<file path="config.mk">
export PLATFORM = sky130hd
export DESIGN_NAME = teaching_word_machine_core
export DESIGN_NICKNAME = d
export VERILOG_FILES = /design/src/twm_pkg.sv /design/src/twm_front.sv /design/src/twm_queue.sv /design/src/twm_back.sv /design/src/teaching_word_machine_core.sv
export SDC_FILE = /design/constraint.sdc
export NUM_CORES = 2
export LEC_CHECK = 0
export ABC_AREA = 1
export CORE_MARGIN = 5
export CORE_UTILIZATION = 55
export CTS_BUF_LIST = sky130_fd_sc_hd__clkbuf_16
export DETAILED_ROUTE_END_ITERATION = 12
export DONT_BUFFER_PORTS = 1
export PLACE_DENSITY = 0.68
export SLEW_MARGIN = 10
export SYNTH_ARGS = -nofsm -noshare
export SYNTH_HDL_FRONTEND = slang
export SYNTH_SLANG_ARGS = --single-unit
</file>
<file path="constraint.sdc">
create_clock -name clk -period 19.85 [get_ports clk]
set_input_delay 1.985 -clock clk [delete_from_list [all_inputs] [get_ports clk]]
set_output_delay 1.985 -clock clk [all_outputs]
set_load 0.02 [all_outputs]
</file>
<file path="src/twm_pkg.sv">
`default_nettype none
package twm_pkg;
	localparam int MEM_WORDS   = 100;
	localparam int BLOCK_WORDS = 10;
	localparam int MEM_AW      = $clog2(MEM_WORDS);
	localparam int CNT_W       = $clog2(MEM_WORDS + 1);
	localparam int BLK_W       = $clog2(BLOCK_WORDS + 1);
	localparam int WORD_W      = 32;
	localparam int OPC_W       = 3;
	localparam int STAT_W      = 3;
	localparam int CNT_OUT_W   = 7;
	localparam int DIG_AW      = 7;
	localparam int TDATA_W     = ((WORD_W + CNT_OUT_W + 7) / 8) * 8;
	localparam int QDEPTH      = 2;
	localparam int QPTR_W      = $clog2(QDEPTH);
	localparam int QCNT_W      = $clog2(QDEPTH + 1);

	localparam logic [WORD_W-1:0] SPACES = 32'h2020_2020;

	localparam logic [OPC_W-1:0] OPC_JOB  = 3'd0;
	localparam logic [OPC_W-1:0] OPC_LOAD = 3'd1;
	localparam logic [OPC_W-1:0] OPC_RUN  = 3'd2;
	localparam logic [OPC_W-1:0] OPC_EXEC = 3'd3;
	localparam logic [OPC_W-1:0] OPC_DATA = 3'd4;

	localparam logic [7:0] CH_ZERO = 8'd48;
	localparam logic [7:0] CH_NINE = 8'd57;
	localparam logic [7:0] CH_G    = 8'h47;
	localparam logic [7:0] CH_D    = 8'h44;
	localparam logic [7:0] CH_P    = 8'h50;
	localparam logic [7:0] CH_H    = 8'h48;
	localparam logic [7:0] CH_L    = 8'h4C;
	localparam logic [7:0] CH_R    = 8'h52;
	localparam logic [7:0] CH_S    = 8'h53;
	localparam logic [7:0] CH_C    = 8'h43;
	localparam logic [7:0] CH_B    = 8'h42;
	localparam logic [7:0] CH_T    = 8'h54;

	typedef logic [WORD_W-1:0] word_t;

	typedef enum logic [2:0] {
		CMD_JOB,
		CMD_LOAD,
		CMD_RUN,
		CMD_EXEC,
		CMD_DATA,
		CMD_BAD
	} cmd_t;

	typedef struct packed {
		cmd_t  cmd;
		word_t word;
	} item_t;

	typedef enum logic [STAT_W-1:0] {
		STAT_DONE  = 3'd0,
		STAT_PRINT = 3'd1,
		STAT_HALT  = 3'd2,
		STAT_WAIT  = 3'd3,
		STAT_ERR   = 3'd4
	} status_t;

	typedef struct packed {
		logic              addr_ok;
		logic              blk_ok;
		logic [DIG_AW-1:0] addr;
		logic [DIG_AW-1:0] base;
	} addr_dec_t;

	function automatic addr_dec_t decode_addr(input word_t ir);
		logic [7:0] t_c;
		logic [7:0] u_c;
		logic       t_ok;
		logic       u_ok;
		addr_dec_t  d;
		t_c = ir[15:8];
		u_c = ir[7:0];
		t_ok = (t_c >= CH_ZERO) && (t_c <= CH_NINE);
		u_ok = (u_c >= CH_ZERO) && (u_c <= CH_NINE);
		d.base = DIG_AW'({t_c[3:0], 3'b000}) + DIG_AW'({t_c[3:0], 1'b0});
		d.addr = d.base + DIG_AW'(u_c[3:0]);
		d.addr_ok = t_ok && u_ok && (d.addr < DIG_AW'(MEM_WORDS));
		d.blk_ok = t_ok && ((8'(d.base) + 8'(BLOCK_WORDS)) <= 8'(MEM_WORDS));
		return d;
	endfunction
endpackage
`default_nettype wire

</file>
<file path="src/twm_front.sv">
`default_nettype none
module twm_front (
	input  wire logic                       clk,
	input  wire logic                       arst_n,
	input  wire logic                       s_tvalid,
	output logic                            s_tready,
	input  wire logic [twm_pkg::WORD_W-1:0] s_tdata,
	input  wire logic [twm_pkg::OPC_W-1:0]  s_tuser,
	output logic                            push_valid,
	input  wire logic                       push_ready,
	output twm_pkg::item_t                  push_item
);
	logic           vld_s1;
	twm_pkg::item_t item_s1;

	function automatic twm_pkg::cmd_t classify(input logic [twm_pkg::OPC_W-1:0] opc);
		twm_pkg::cmd_t c;
		unique case (opc)
			twm_pkg::OPC_JOB:  c = twm_pkg::CMD_JOB;
			twm_pkg::OPC_LOAD: c = twm_pkg::CMD_LOAD;
			twm_pkg::OPC_RUN:  c = twm_pkg::CMD_RUN;
			twm_pkg::OPC_EXEC: c = twm_pkg::CMD_EXEC;
			twm_pkg::OPC_DATA: c = twm_pkg::CMD_DATA;
			default:           c = twm_pkg::CMD_BAD;
		endcase
		return c;
	endfunction

	assign s_tready   = !vld_s1 || push_ready;
	assign push_valid = vld_s1;
	assign push_item  = item_s1;

	always_ff @(posedge clk or negedge arst_n) begin
		if (!arst_n) begin
			vld_s1 <= 1'b0;
		end else if (s_tready) begin
			vld_s1 <= s_tvalid;
		end
	end

	always_ff @(posedge clk) begin
		if (s_tvalid && s_tready) begin
			item_s1.cmd  <= classify(s_tuser);
			item_s1.word <= s_tdata;
		end
	end
endmodule
`default_nettype wire

</file>
<file path="src/twm_queue.sv">
`default_nettype none
module twm_queue (
	input  wire logic           clk,
	input  wire logic           arst_n,
	input  wire logic           push_valid,
	output logic                push_ready,
	input  wire twm_pkg::item_t push_item,
	output logic                pop_valid,
	input  wire logic           pop_ready,
	output twm_pkg::item_t      pop_item
);
	twm_pkg::item_t                   slot_q [twm_pkg::QDEPTH];
	logic [twm_pkg::QPTR_W-1:0]       wr_ptr_q;
	logic [twm_pkg::QPTR_W-1:0]       rd_ptr_q;
	logic [twm_pkg::QCNT_W-1:0]       cnt_q;
	logic                             do_push;
	logic                             do_pop;

	assign push_ready = cnt_q != twm_pkg::QCNT_W'(twm_pkg::QDEPTH);
	assign pop_valid  = cnt_q != '0;
	assign pop_item   = slot_q[rd_ptr_q];
	assign do_push    = push_valid && push_ready;
	assign do_pop     = pop_valid && pop_ready;

	function automatic logic [twm_pkg::QPTR_W-1:0] wrap_inc(input logic [twm_pkg::QPTR_W-1:0] p);
		return (p == twm_pkg::QPTR_W'(twm_pkg::QDEPTH - 1)) ? '0 : p + 1'b1;
	endfunction

	always_ff @(posedge clk or negedge arst_n) begin
		if (!arst_n) begin
			wr_ptr_q <= '0;
			rd_ptr_q <= '0;
			cnt_q    <= '0;
		end else begin
			if (do_push) begin
				wr_ptr_q <= wrap_inc(wr_ptr_q);
			end
			if (do_pop) begin
				rd_ptr_q <= wrap_inc(rd_ptr_q);
			end
			if (do_push && !do_pop) begin
				cnt_q <= cnt_q + 1'b1;
			end else if (do_pop && !do_push) begin
				cnt_q <= cnt_q - 1'b1;
			end
		end
	end

	always_ff @(posedge clk) begin
		if (do_push) begin
			slot_q[wr_ptr_q] <= push_item;
		end
	end
endmodule
`default_nettype wire

</file>
<file path="src/twm_back.sv">
`default_nettype none
module twm_back (
	input  wire logic                        clk,
	input  wire logic                        arst_n,
	input  wire logic                        q_valid,
	output logic                             q_ready,
	input  wire twm_pkg::item_t              q_item,
	output logic                             m_tvalid,
	input  wire logic                        m_tready,
	output logic [twm_pkg::TDATA_W-1:0]      m_tdata,
	output logic [twm_pkg::STAT_W-1:0]       m_tuser,
	output logic                             m_tlast
);
	typedef enum logic [2:0] {S_IDLE, S_FETCH, S_MEMOP, S_PD_RD, S_PD_EMIT} state_t;
	typedef enum logic [1:0] {M_IDLE, M_RUN, M_WAIT, M_HALT} mode_t;

	localparam int CW = twm_pkg::CNT_W;
	localparam int BW = twm_pkg::BLK_W;
	localparam int AW = twm_pkg::MEM_AW;

	state_t                   state_q;
	mode_t                    mode_q;
	twm_pkg::word_t           gr_q;
	logic                     tog_q;
	logic [CW-1:0]            ic_q;
	logic [CW-1:0]            lp_q;
	logic [CW-1:0]            dp_q;
	logic [BW-1:0]            dr_q;
	logic [CW-1:0]            pd_base_q;
	logic [BW-1:0]            pd_idx_q;
	logic                     is_cr_q;
	logic [twm_pkg::MEM_WORDS-1:0] valid_q;
	twm_pkg::word_t           mem_q [twm_pkg::MEM_WORDS];
	twm_pkg::word_t           rd_data_q;
	logic                     rd_vld_q;

	logic                     out_vld_q;
	twm_pkg::status_t         out_stat_q;
	twm_pkg::word_t           out_word_q;
	logic                     out_last_q;
	logic [CW-1:0]            out_cnt_q;

	logic                     can_load;
	logic                     pop;
	logic                     act;
	twm_pkg::word_t           ir;
	logic [7:0]               op0;
	logic [7:0]               op1;
	twm_pkg::addr_dec_t       dec;
	logic                     is_gd, is_pd, is_h, is_lr, is_sr, is_cr, is_bt;
	logic                     data_ok;
	logic                     ic_ok;
	logic                     lp_ok;
	logic                     pd_last;
	logic [CW-1:0]            pd_addr;
	logic                     rd_en;
	logic [AW-1:0]            rd_addr;
	logic                     wr_en;
	logic [AW-1:0]            wr_addr;
	twm_pkg::word_t           wr_data;

	assign can_load = !out_vld_q || m_tready;
	assign q_ready  = (state_q == S_IDLE) && can_load;
	assign pop      = q_ready && q_valid;
	assign act      = (state_q == S_FETCH) && can_load;

	assign ir  = rd_vld_q ? rd_data_q : twm_pkg::SPACES;
	assign op0 = ir[31:24];
	assign op1 = ir[23:16];
	assign dec = twm_pkg::decode_addr(ir);

	assign is_gd = (op0 == twm_pkg::CH_G) && (op1 == twm_pkg::CH_D);
	assign is_pd = (op0 == twm_pkg::CH_P) && (op1 == twm_pkg::CH_D);
	assign is_h  = (op0 == twm_pkg::CH_H);
	assign is_lr = (op0 == twm_pkg::CH_L) && (op1 == twm_pkg::CH_R);
	assign is_sr = (op0 == twm_pkg::CH_S) && (op1 == twm_pkg::CH_R);
	assign is_cr = (op0 == twm_pkg::CH_C) && (op1 == twm_pkg::CH_R);
	assign is_bt = (op0 == twm_pkg::CH_B) && (op1 == twm_pkg::CH_T);

	assign ic_ok   = ic_q < CW'(twm_pkg::MEM_WORDS);
	assign lp_ok   = lp_q < CW'(twm_pkg::MEM_WORDS);
	assign data_ok = (mode_q == M_WAIT) && (dr_q != '0) && (dp_q < CW'(twm_pkg::MEM_WORDS));
	assign pd_addr = pd_base_q + CW'(pd_idx_q);
	assign pd_last = pd_idx_q == BW'(twm_pkg::BLOCK_WORDS - 1);

	always_comb begin
		rd_en   = 1'b0;
		rd_addr = ic_q[AW-1:0];
		wr_en   = 1'b0;
		wr_addr = lp_q[AW-1:0];
		wr_data = q_item.word;
		if (pop && (q_item.cmd == twm_pkg::CMD_EXEC) && (mode_q == M_RUN) && ic_ok) begin
			rd_en = 1'b1;
		end
		if (act && (is_lr || is_cr) && dec.addr_ok) begin
			rd_en   = 1'b1;
			rd_addr = dec.addr[AW-1:0];
		end
		if (state_q == S_PD_RD) begin
			rd_en   = 1'b1;
			rd_addr = pd_addr[AW-1:0];
		end
		if (pop && (q_item.cmd == twm_pkg::CMD_LOAD) && lp_ok) begin
			wr_en = 1'b1;
		end
		if (pop && (q_item.cmd == twm_pkg::CMD_DATA) && data_ok) begin
			wr_en   = 1'b1;
			wr_addr = dp_q[AW-1:0];
		end
		if (act && is_sr && dec.addr_ok) begin
			wr_en   = 1'b1;
			wr_addr = dec.addr[AW-1:0];
			wr_data = gr_q;
		end
	end

	always_ff @(posedge clk) begin
		if (wr_en) begin
			mem_q[wr_addr] <= wr_data;
		end
		if (rd_en) begin
			rd_data_q <= mem_q[rd_addr];
		end
	end

	always_ff @(posedge clk or negedge arst_n) begin
		if (!arst_n) begin
			state_q    <= S_IDLE;
			mode_q     <= M_IDLE;
			gr_q       <= twm_pkg::SPACES;
			tog_q      <= 1'b0;
			ic_q       <= '0;
			lp_q       <= '0;
			dp_q       <= '0;
			dr_q       <= '0;
			pd_base_q  <= '0;
			pd_idx_q   <= '0;
			is_cr_q    <= 1'b0;
			valid_q    <= '0;
			rd_vld_q   <= 1'b0;
			out_vld_q  <= 1'b0;
			out_stat_q <= twm_pkg::STAT_DONE;
			out_word_q <= '0;
			out_last_q <= 1'b0;
			out_cnt_q  <= '0;
		end else begin
			if (m_tvalid && m_tready) begin
				out_vld_q <= 1'b0;
			end
			if (wr_en) begin
				valid_q[wr_addr] <= 1'b1;
			end
			if (rd_en) begin
				rd_vld_q <= valid_q[rd_addr];
			end
			unique case (state_q)
				S_IDLE: begin
					if (pop) begin
						out_vld_q  <= 1'b1;
						out_word_q <= '0;
						out_last_q <= 1'b1;
						out_cnt_q  <= ic_q;
						out_stat_q <= twm_pkg::STAT_DONE;
						unique case (q_item.cmd)
							twm_pkg::CMD_JOB: begin
								valid_q   <= '0;
								gr_q      <= twm_pkg::SPACES;
								tog_q     <= 1'b0;
								ic_q      <= '0;
								lp_q      <= '0;
								mode_q    <= M_IDLE;
								dp_q      <= '0;
								dr_q      <= '0;
								out_cnt_q <= '0;
							end
							twm_pkg::CMD_LOAD: begin
								if (lp_ok) begin
									lp_q <= lp_q + 1'b1;
								end else begin
									out_stat_q <= twm_pkg::STAT_ERR;
								end
							end
							twm_pkg::CMD_RUN: begin
								ic_q      <= '0;
								mode_q    <= M_RUN;
								dr_q      <= '0;
								out_cnt_q <= '0;
							end
							twm_pkg::CMD_DATA: begin
								if (data_ok) begin
									dp_q <= dp_q + 1'b1;
									dr_q <= dr_q - BW'(1);
									if (dr_q == BW'(1)) begin
										mode_q <= M_RUN;
									end else begin
										out_stat_q <= twm_pkg::STAT_WAIT;
									end
								end else begin
									out_stat_q <= twm_pkg::STAT_ERR;
								end
							end
							twm_pkg::CMD_EXEC: begin
								unique case (mode_q)
									M_IDLE: out_stat_q <= twm_pkg::STAT_ERR;
									M_WAIT: out_stat_q <= twm_pkg::STAT_WAIT;
									M_HALT: out_stat_q <= twm_pkg::STAT_HALT;
									M_RUN: begin
										if (ic_ok) begin
											out_vld_q <= 1'b0;
											ic_q      <= ic_q + 1'b1;
											state_q   <= S_FETCH;
										end else begin
											mode_q     <= M_IDLE;
											out_stat_q <= twm_pkg::STAT_ERR;
										end
									end
									default: out_stat_q <= twm_pkg::STAT_ERR;
								endcase
							end
							default: out_stat_q <= twm_pkg::STAT_ERR;
						endcase
					end
				end
				S_FETCH: begin
					if (can_load) begin
						out_vld_q  <= 1'b1;
						out_word_q <= '0;
						out_last_q <= 1'b1;
						out_cnt_q  <= ic_q;
						out_stat_q <= twm_pkg::STAT_DONE;
						state_q    <= S_IDLE;
						priority if (is_gd) begin
							if (dec.blk_ok) begin
								dp_q       <= CW'(dec.base);
								dr_q       <= BW'(twm_pkg::BLOCK_WORDS);
								mode_q     <= M_WAIT;
								out_stat_q <= twm_pkg::STAT_WAIT;
							end else begin
								mode_q     <= M_IDLE;
								out_stat_q <= twm_pkg::STAT_ERR;
							end
						end else if (is_pd) begin
							if (dec.blk_ok) begin
								pd_base_q <= CW'(dec.base);
								pd_idx_q  <= '0;
								out_vld_q <= 1'b0;
								state_q   <= S_PD_RD;
							end else begin
								mode_q     <= M_IDLE;
								out_stat_q <= twm_pkg::STAT_ERR;
							end
						end else if (is_h) begin
							mode_q     <= M_HALT;
							out_stat_q <= twm_pkg::STAT_HALT;
						end else if (is_lr || is_cr) begin
							if (dec.addr_ok) begin
								is_cr_q   <= is_cr;
								out_vld_q <= 1'b0;
								state_q   <= S_MEMOP;
							end else begin
								mode_q     <= M_IDLE;
								out_stat_q <= twm_pkg::STAT_ERR;
							end
						end else if (is_sr) begin
							if (!dec.addr_ok) begin
								mode_q     <= M_IDLE;
								out_stat_q <= twm_pkg::STAT_ERR;
							end
						end else if (is_bt && tog_q) begin
							if (dec.addr_ok) begin
								ic_q      <= CW'(dec.addr);
								out_cnt_q <= CW'(dec.addr);
							end else begin
								mode_q     <= M_IDLE;
								out_stat_q <= twm_pkg::STAT_ERR;
							end
						end
					end
				end
				S_MEMOP: begin
					if (can_load) begin
						if (is_cr_q) begin
							tog_q <= ir == gr_q;
						end else begin
							gr_q <= ir;
						end
						out_vld_q  <= 1'b1;
						out_word_q <= '0;
						out_last_q <= 1'b1;
						out_cnt_q  <= ic_q;
						out_stat_q <= twm_pkg::STAT_DONE;
						state_q    <= S_IDLE;
					end
				end
				S_PD_RD: begin
					state_q <= S_PD_EMIT;
				end
				S_PD_EMIT: begin
					if (can_load) begin
						out_vld_q  <= 1'b1;
						out_word_q <= ir;
						out_last_q <= pd_last;
						out_cnt_q  <= ic_q;
						out_stat_q <= twm_pkg::STAT_PRINT;
						if (pd_last) begin
							state_q <= S_IDLE;
						end else begin
							pd_idx_q <= pd_idx_q + 1'b1;
							state_q  <= S_PD_RD;
						end
					end
				end
				default: state_q <= S_IDLE;
			endcase
		end
	end

	assign m_tvalid = out_vld_q;
	assign m_tdata  = twm_pkg::TDATA_W'({twm_pkg::CNT_OUT_W'(out_cnt_q), out_word_q});
	assign m_tuser  = out_stat_q;
	assign m_tlast  = out_last_q;
endmodule
`default_nettype wire

</file>
<file path="src/teaching_word_machine_core.sv">
`default_nettype none
// Word machine core with 100 words of four ASCII characters, driven by host events on the
// input stream: job start, program load, run start, execute step and GD data words. Each
// event yields one result transaction, except an executed PD, which yields ten print
// transactions, the last one marked by m_tlast. Events pass through an input register and
// a two-entry queue to the executing back end, so the input keeps taking transactions while
// a result waits on the output register. The back end handles one event at a time through
// the single-port main memory: a job start, load, run start, data word or non-running step
// is answered from the idle state, an instruction step is a fetch read and then an execute,
// LR and CR add an operand read, and PD reads and emits each block word. Job start clears
// memory at once through per-word valid bits, so no clearing pass follows reset.
module teaching_word_machine_core (
	input  wire logic                        clk,
	input  wire logic                        arst_n,
	input  wire logic                        s_tvalid,
	output logic                             s_tready,
	input  wire logic [twm_pkg::WORD_W-1:0]  s_tdata,   // word[31:0]
	input  wire logic [twm_pkg::OPC_W-1:0]   s_tuser,   // opcode[2:0]
	output logic                             m_tvalid,
	input  wire logic                        m_tready,
	output logic [twm_pkg::TDATA_W-1:0]      m_tdata,   // print_word[31:0], counter[38:32]
	output logic [twm_pkg::STAT_W-1:0]       m_tuser,   // status[2:0]
	output logic                             m_tlast
);
	logic           push_valid;
	logic           push_ready;
	twm_pkg::item_t push_item;
	logic           pop_valid;
	logic           pop_ready;
	twm_pkg::item_t pop_item;

	twm_front u_front (
		.clk        (clk),
		.arst_n     (arst_n),
		.s_tvalid   (s_tvalid),
		.s_tready   (s_tready),
		.s_tdata    (s_tdata),
		.s_tuser    (s_tuser),
		.push_valid (push_valid),
		.push_ready (push_ready),
		.push_item  (push_item)
	);

	twm_queue u_queue (
		.clk        (clk),
		.arst_n     (arst_n),
		.push_valid (push_valid),
		.push_ready (push_ready),
		.push_item  (push_item),
		.pop_valid  (pop_valid),
		.pop_ready  (pop_ready),
		.pop_item   (pop_item)
	);

	twm_back u_back (
		.clk      (clk),
		.arst_n   (arst_n),
		.q_valid  (pop_valid),
		.q_ready  (pop_ready),
		.q_item   (pop_item),
		.m_tvalid (m_tvalid),
		.m_tready (m_tready),
		.m_tdata  (m_tdata),
		.m_tuser  (m_tuser),
		.m_tlast  (m_tlast)
	);
endmodule
`default_nettype wire

</file>
Word-level counts from Yosys, hierarchy flattened
Memories as Yosys holds them, arrays and structs flattened. A register that Yosys moved wholly into a read port is not among the register bits.
Cells that the tools add are included.
{"block": "word_totals", "register_bits": 260, "input_bits": 39, "wordCells": 337, "ramBits": 3270, "memories": 2}
{"name": "u_back.mem_q", "words": 100, "word_bits": 32, "rd": 1, "rd_ports_with_merged_regs": 1, "wr": 1, "line_no": "twm_back.sv:33", "rtl": "twm_pkg::word_t mem_q [twm_pkg::MEM_WORDS];"}
{"name": "u_queue.slot_q", "words": 2, "word_bits": 35, "rd": 1, "rd_ports_with_merged_regs": 0, "wr": 1, "line_no": "twm_queue.sv:12", "rtl": "twm_pkg::item_t slot_q [twm_pkg::QDEPTH];"}
{"block": "op_classes", "reduce_logical": 72, "magnitude_cmp": 12, "n_mux": 152, "addsub": 13, "n_bitwise": 4, "n_eq_ne": 58}
{"cell": "100-bit 2-to-1 mux", "n": 4}
{"cell": "32-bit 2-to-1 mux", "n": 9}
{"cell": "7-bit 2-to-1 mux", "n": 24}
{"cell": "100-bit OR", "n": 1}
{"cell": "32-bit one-hot mux with 3 select lines", "n": 1}
{"cell": "8-bit by 7-bit == test with 1-bit output (second input constant)", "n": 10}
{"cell": "3-bit 2-to-1 mux", "n": 26}
{"cell": "7-bit one-hot mux with 2 select lines", "n": 5}
{"cell": "32-bit one-hot mux with 2 select lines", "n": 1}
{"cell": "4-bit 2-to-1 mux", "n": 11}
{"cell": "2-bit 2-to-1 mux", "n": 21}
{"cell": "3-bit one-hot mux with 4 select lines", "n": 3}
{"cell": "7-bit AND reduction", "n": 5}
{"cell": "1-bit logical AND", "n": 34}
{"cell": "1-bit 2-to-1 mux", "n": 34}
{"cell": "32-bit == test", "n": 1}
{"cell": "3-bit one-hot mux with 5 select lines", "n": 2}
{"cell": "7-bit less-than comparator (second input constant)", "n": 4}
{"cell": "2-bit by 1-bit inequality test with 1-bit output (second input constant)", "n": 12}
{"cell": "4-bit one-hot mux with 2 select lines", "n": 3}
{"cell": "7-bit by 1-bit adder with 7-bit output (second input constant)", "n": 3}
{"cell": "7-bit one-hot mux with 3 select lines", "n": 1}
{"cell": "5-bit AND reduction", "n": 4}
{"cell": "3-bit by 2-bit == test with 1-bit output (second input constant)", "n": 6}
{"cell": "other kinds (43)", "n": 86}

Depth between registers and ports, before layout
{"block": "logic_depth", "ltp_word": 17, "mapped_depth": 32, "depth_no_buf": 28}

By module
Synthesis repeated with hierarchy kept, for this count alone.
{"block": "hier_totals", "hier_cells": 12354, "hier_area_um2": 145955.0}
{"mod": "twm_back", "cells_each": 12096, "area_each_um2": 142006.2, "seq_area_each_um2": 102538.3, "n_inst": 1}
{"mod": "twm_queue", "cells_each": 211, "area_each_um2": 2830.2, "seq_area_each_um2": 2202.1, "n_inst": 1}
{"mod": "twm_front", "cells_each": 47, "area_each_um2": 1118.6, "seq_area_each_um2": 1076.0, "n_inst": 1}

Worst setup path after synthesis
OpenSTA, ideal clock, no wires.
{"block": "synth_timing", "path_kind": "input to register", "from": "in m_tready", "to": "mem u_back.mem_q[0][0] in the netlist's numbering (data pin)", "path_slack_ns": 11.934, "path_buffers": 3, "stages": 7, "arrival_ns": 6.936, "setup_ns": 0.981, "t_required_ns": 18.869, "cell_sequence": "nor2_1 nor2_1 nand4_1 buf_2 clkbuf_1 clkbuf_1 o21ai_0"}
{"block": "synth_between", "elab_chain_len": 5}
{"element": "start: declaration", "line_no": "teaching_word_machine_core.sv:20", "rtl": "input wire logic m_tready,"}
{"element": "1-bit logical OR", "line_no": "twm_back.sv:62", "rtl": "assign can_load = !out_vld_q || m_tready;"}
{"element": "1-bit logical AND", "line_no": "twm_back.sv:65", "rtl": "assign act = (state_q == S_FETCH) && can_load;"}
{"element": "1-bit logical AND (2 in a row)", "line_no": "twm_back.sv:110", "rtl": "if (act && is_sr && dec.addr_ok) begin"}
{"element": "32-bit 2-to-1 mux", "line_no": "twm_back.sv:110"}
{"element": "named net u_back.wr_data[0]", "line_no": "twm_back.sv:60", "rtl": "twm_pkg::word_t wr_data;"}
{"element": "end: declaration", "line_no": "twm_back.sv:33"}
The timed path passes the listed nets, and every way through them passes these cells.

==> impl_metrics.sql <==
INSERT INTO impl_metrics (metric_group, metric, value, unit) VALUES
('sta', 'hold_slack', '0.443', 'ns'),
('sta', 'final.setup_skew', '0.0592', 'ns'),
('floorplanning', 'floorplan.die.height', '525', 'um'),
('critical_path', 'worst_path_most_repeated_cell', 'sky130_fd_sc_hd__nand3_1', ''),
('sta', 'final.setup.tns', '0', 'ns'),
('synthesis', 'post_syn_nets', '12300', ''),
('synthesis', 'synth_flop_cell', 'sky130_fd_sc_hd__edfxtp_1', ''),
('synthesis', 'average_cell_area_after_synthesis', '11.9', 'um^2'),
('finish', 'final.fill_count', '20200', ''),
('place', 'routabilityCongestion', '0.903', ''),
('drt', 'detail_route.iter0.violations', '15700', ''),
('clocking', 'cts_hold_buffers', '0', ''),
('critical_path', 'critical_path_class', 'flip-flop to flip-flop', ''),
('sta', 'setup_viol', '0', ''),
('critical_path', 'crit_path_top_delay_cell', 'sky130_fd_sc_hd__buf_4', ''),
('floorplanning', 'fp.coreArea', '265000', 'um^2'),
('drt', 'wl_per_cell', '28.6', 'um'),
('synthesis', 'synth.cell_area', '146000', 'um^2'),
('sta', 'grt_setup_unrepaired', 'false', ''),
('clocking', 'largest_buffer_count_on_any_clock_path', '4', ''),
('critical_path', 'cp_slowest_stage_delay', '0.96', 'ns'),
('power_and_ir_drop', 'p_clk_share', '25.5', '%'),
('global_routing', 'grt_use_total', '32.0', '%'),
('finish', 'final_non_filler_cells', '15900', ''),
('finish', 'final_cell_utilization_of_the_core', '61.0', '%'),
('synthesis', 'synth-seq-cells', '3561', ''),
('clocking', 'cts_tree', 'yes', ''),
('clocking', 'postCtsSetupBuffers', '0', ''),
('sta', 'final_period_minus_worst_setup_slack', '9.39', 'ns'),
('outcome', 'status', 'finished, final reports clean', ''),
('global_routing', 'first_pass_grt_wire_length', '653', 'mm'),
('place', 'dpl.cell_count', '15200', ''),
('power_and_ir_drop', 'seqPwrFrac', '37.4', '%'),
('clocking', 'clk_pin_slew_worst_paths', '0.06', 'ns'),
('clocking', 'clock-sinks', '3561', ''),
('worst_hold_path', 'min_path_type', 'flip-flop to flip-flop', ''),
('synthesis', 'synth-seq-area-share', '72.5', '%'),
('clocking', 'clock_insertion_delay_worst_skew', '0.92', 'ns'),
('power_and_ir_drop', 'power.share.combinational', '37.0', '%'),
('sta', 'maxSlewHeadroom', '10.5', '%'),
('finish', 'post_route_cells_drive_above_1_share', '8.83', '%'),
('drt', 'vias', '100000', ''),
('floorplanning', 'die_width', '525', 'um'),
('drt', 'routed_wirelength', '455', 'mm'),
('critical_path', 'critical_path_startpoint_category', 'flip-flop', ''),
('job', 'cap_violations', '0', ''),
('power_and_ir_drop', 'power.ir.vdd_worst', '0.215', 'mV'),
('drt', 'detail_route.first_pass.iterations', '9', ''),
('sta', 'maxSlewViolCount', '0', ''),
('synthesis', 'synth.lib_cells_used.distinct', '58', ''),
('floorplanning', 'pin_count', '85', ''),
('sta', 'max_clock_freq', '0.107', 'GHz'),
('sta', 'tightestPinTransition', '1.34', 'ns'),
('drt', 'antenna_violating_nets_left', '0', ''),
('floorplanning', 'die_area', '276000', 'um^2'),
('place', 'place_hpwl', '250', 'mm'),
('power_and_ir_drop', 'switching_share', '40.6', '%'),
('floorplanning', 'initial_core_util', '55.1', '%'),
('global_routing', 'globalRoute.totalOverflow', '0', ''),
('synthesis', 'post_synth_inst_count', '12200', ''),
('clocking', 'clock_buffers_created_by_tritoncts', '364', ''),
('clocking', 'ctsRootBufferMaster', 'sky130_fd_sc_hd__clkbuf_16', ''),
('finish', 'final_net_count', '12100', ''),
('clocking', 'cts_resized', '0', ''),
('power_and_ir_drop', 'power.density', '162', 'nW/um^2'),
('global_routing', 'antenna_found_initial', '36', ''),
('drt', 'routed_via_density', '6.30', ''),
('place', 'place.port_buffers', '0', ''),
('sta', 'timing_hold_violations_final', '0', ''),
('global_routing', 'largest_net_degree_at_the_start_of_global_routing', '225', ''),
('floorplanning', 'floorplan.rows', '189', '');
-- through the flow --
step / area [um^2] / worst slack (ns)
global route: 161000 / 9.98
global placement: 150000 / 10.88
detailed placement: 150000 / 10.82
floorplan: 146000 / 11.93
finish: 161000 / 10.46
CTS: 161000 / 10.84
-- final timing paths --
| check | startpoint | endpoint | slack [ns] | depth (start not counted) |
|---|---|---|---|---|
| worst max-delay path | u_back.rd_vld_q | u_back.rd_data_q[28] | 10.46 | 26 |
| worst min-delay path | u_front.push_item[29] | u_queue.slot_q[0][29] | 0.44 | 0 |
| worst max register to register | u_back.rd_vld_q | u_back.rd_data_q[28] | 10.46 | 26 |
| worst min register to register | u_front.push_item[29] | u_queue.slot_q[0][29] | 0.44 | 0 |
| max in group asynchronous | arst_n | u_back.valid_q[32] | 18.60 | 0 |
| min in group asynchronous | arst_n | u_back.valid_q[60] | 0.77 | 0 |
-- state kept, by name (all words and copies together) (netlist names), 32 cells and up --
register	cells
u_front.push_item	35
u_queue.slot_q	70
u_back.rd_data_q	32
u_back.mem_q	3200
u_back.valid_q	100
u_back.gr_q	32
u_back.out_word_q	32
-- cell type report --
| type | instances | area (um^2) | area share [%] |
|---|---|---|---|
| Timing Repair Buffer | 252 | 2070 | 1.28 |
| Sequential cell | 3561 | 106000 | 65.5 |
| Clock inverter | 283 | 2210 | 1.37 |
| Clock buffer | 373 | 9330 | 5.78 |
| Multi-Input combinational cell | 7281 | 35300 | 21.9 |
| Inverter | 612 | 2310 | 1.43 |
| Antenna cell | 12 | 30.0 | 0.0186 |
| Tap cell | 3533 | 4420 | 2.74 |
-- Yosys cell counts (all sizes together), types with 2 or more instances --
| cell | n | share of area (%) |
|---|---|---|
| a2111oi | 2 | 0.012 |
| a211oi | 2 | 0.010 |
| a21o | 8 | 0.041 |
| a21oi | 49 | 0.18 |
| a221oi | 3 | 0.018 |
| a311oi | 3 | 0.018 |
| a31oi | 13 | 0.056 |
| buf | 572 | 2.1 |
| clkbuf | 216 | 0.56 |
| clkinv | 4 | 0.010 |
| dfrtp | 220 | 3.8 |
| dfstp | 4 | 0.072 |
| edfxtp | 3337 | 69 |
| ha | 20 | 0.17 |
| inv | 608 | 1.6 |
| mux2 | 4 | 0.031 |
| nand2 | 2740 | 7.1 |
| nand3 | 2251 | 7.7 |
| nand3b | 3 | 0.015 |
| nand4 | 24 | 0.10 |
| nor2 | 739 | 1.9 |
| nor3 | 18 | 0.065 |
| nor3b | 3 | 0.015 |
| nor4 | 10 | 0.047 |
| o2111ai | 5 | 0.030 |
| o211ai | 361 | 1.9 |
| o21a | 2 | 0.010 |
| o21ai | 656 | 2.3 |
| o21bai | 2 | 0.010 |
| o22ai | 123 | 0.53 |
| o31ai | 34 | 0.17 |
| o32ai | 30 | 0.18 |
| or2 | 145 | 0.62 |
| xnor2 | 3 | 0.018 |
| xor2 | 20 | 0.12 |
-- worst reg2reg max path: cells and delay by family, from the launching register on --
family	cells	cell delay, ns
adder cells (fa/ha/maj)	2	0.72
buffers and inverters	5	3.15
flip-flops	1	0.93
AND/OR/NAND/NOR	19	4.49
-- cell families (layout without fill, tap and decap cells) --
kind of cell / Yosys count / count (layout) / share of synthesized area, %
AOI/OAI and AO/OA: 1297 / 1297 / 5.39
xor gates and xnor gates: 23 / 23 / 0.138
adders and majority gates: 21 / 21 / 0.185
buffers and inverters: 1400 / 1520 / 4.22
DFF: 3561 / 3561 / 72.5
muxes: 4 / 4 / 0.0308
other: 1 / 13 / 0.00257
and+or+nand+nor: 5935 / 5935 / 17.6
-- metal layers --
layer,part of all wire (%),track usage [%]
met1,37,43.9
met2,44,47.6
met3,12,7.09
met4,6.8,18.5
met5,0.078,0
-- power groups by stage --
| stage | clock network, W | logic [W] | registers [W] |
|---|---|---|---|
| 2_1_floorplan | 0 | 0.00556 | 0.0102 |
| 3_3_place_gp | 0 | 0.00924 | 0.00992 |
| 3_5_place_dp | 0 | 0.00939 | 0.00993 |
| 4_1_cts | 0.00671 | 0.00944 | 0.00977 |
| 5_1_grt | 0.00704 | 0.0102 | 0.00979 |
| 6_report | 0.00668 | 0.00968 | 0.00978 |
-- layout by cell type, fill, tap and decap left out, types with 144 or more instances in the layout --
master | Yosys | final
sky130_fd_sc_hd__nor2_1 | 734 | 630
sky130_fd_sc_hd__o21ai_0 | 532 | 498
sky130_fd_sc_hd__edfxtp_1 | 3337 | 3337
sky130_fd_sc_hd__nand2_1 | 2733 | 2730
sky130_fd_sc_hd__o211ai_1 | 361 | 361
sky130_fd_sc_hd__clkbuf_16 | 0 | 373
sky130_fd_sc_hd__dfrtp_1 | 220 | 219
sky130_fd_sc_hd__buf_4 | 81 | 238
sky130_fd_sc_hd__inv_1 | 589 | 664
sky130_fd_sc_hd__or2_2 | 144 | 144
sky130_fd_sc_hd__nand3_1 | 2248 | 2248
Note: power is estimated with default switching activity, not from simulation.
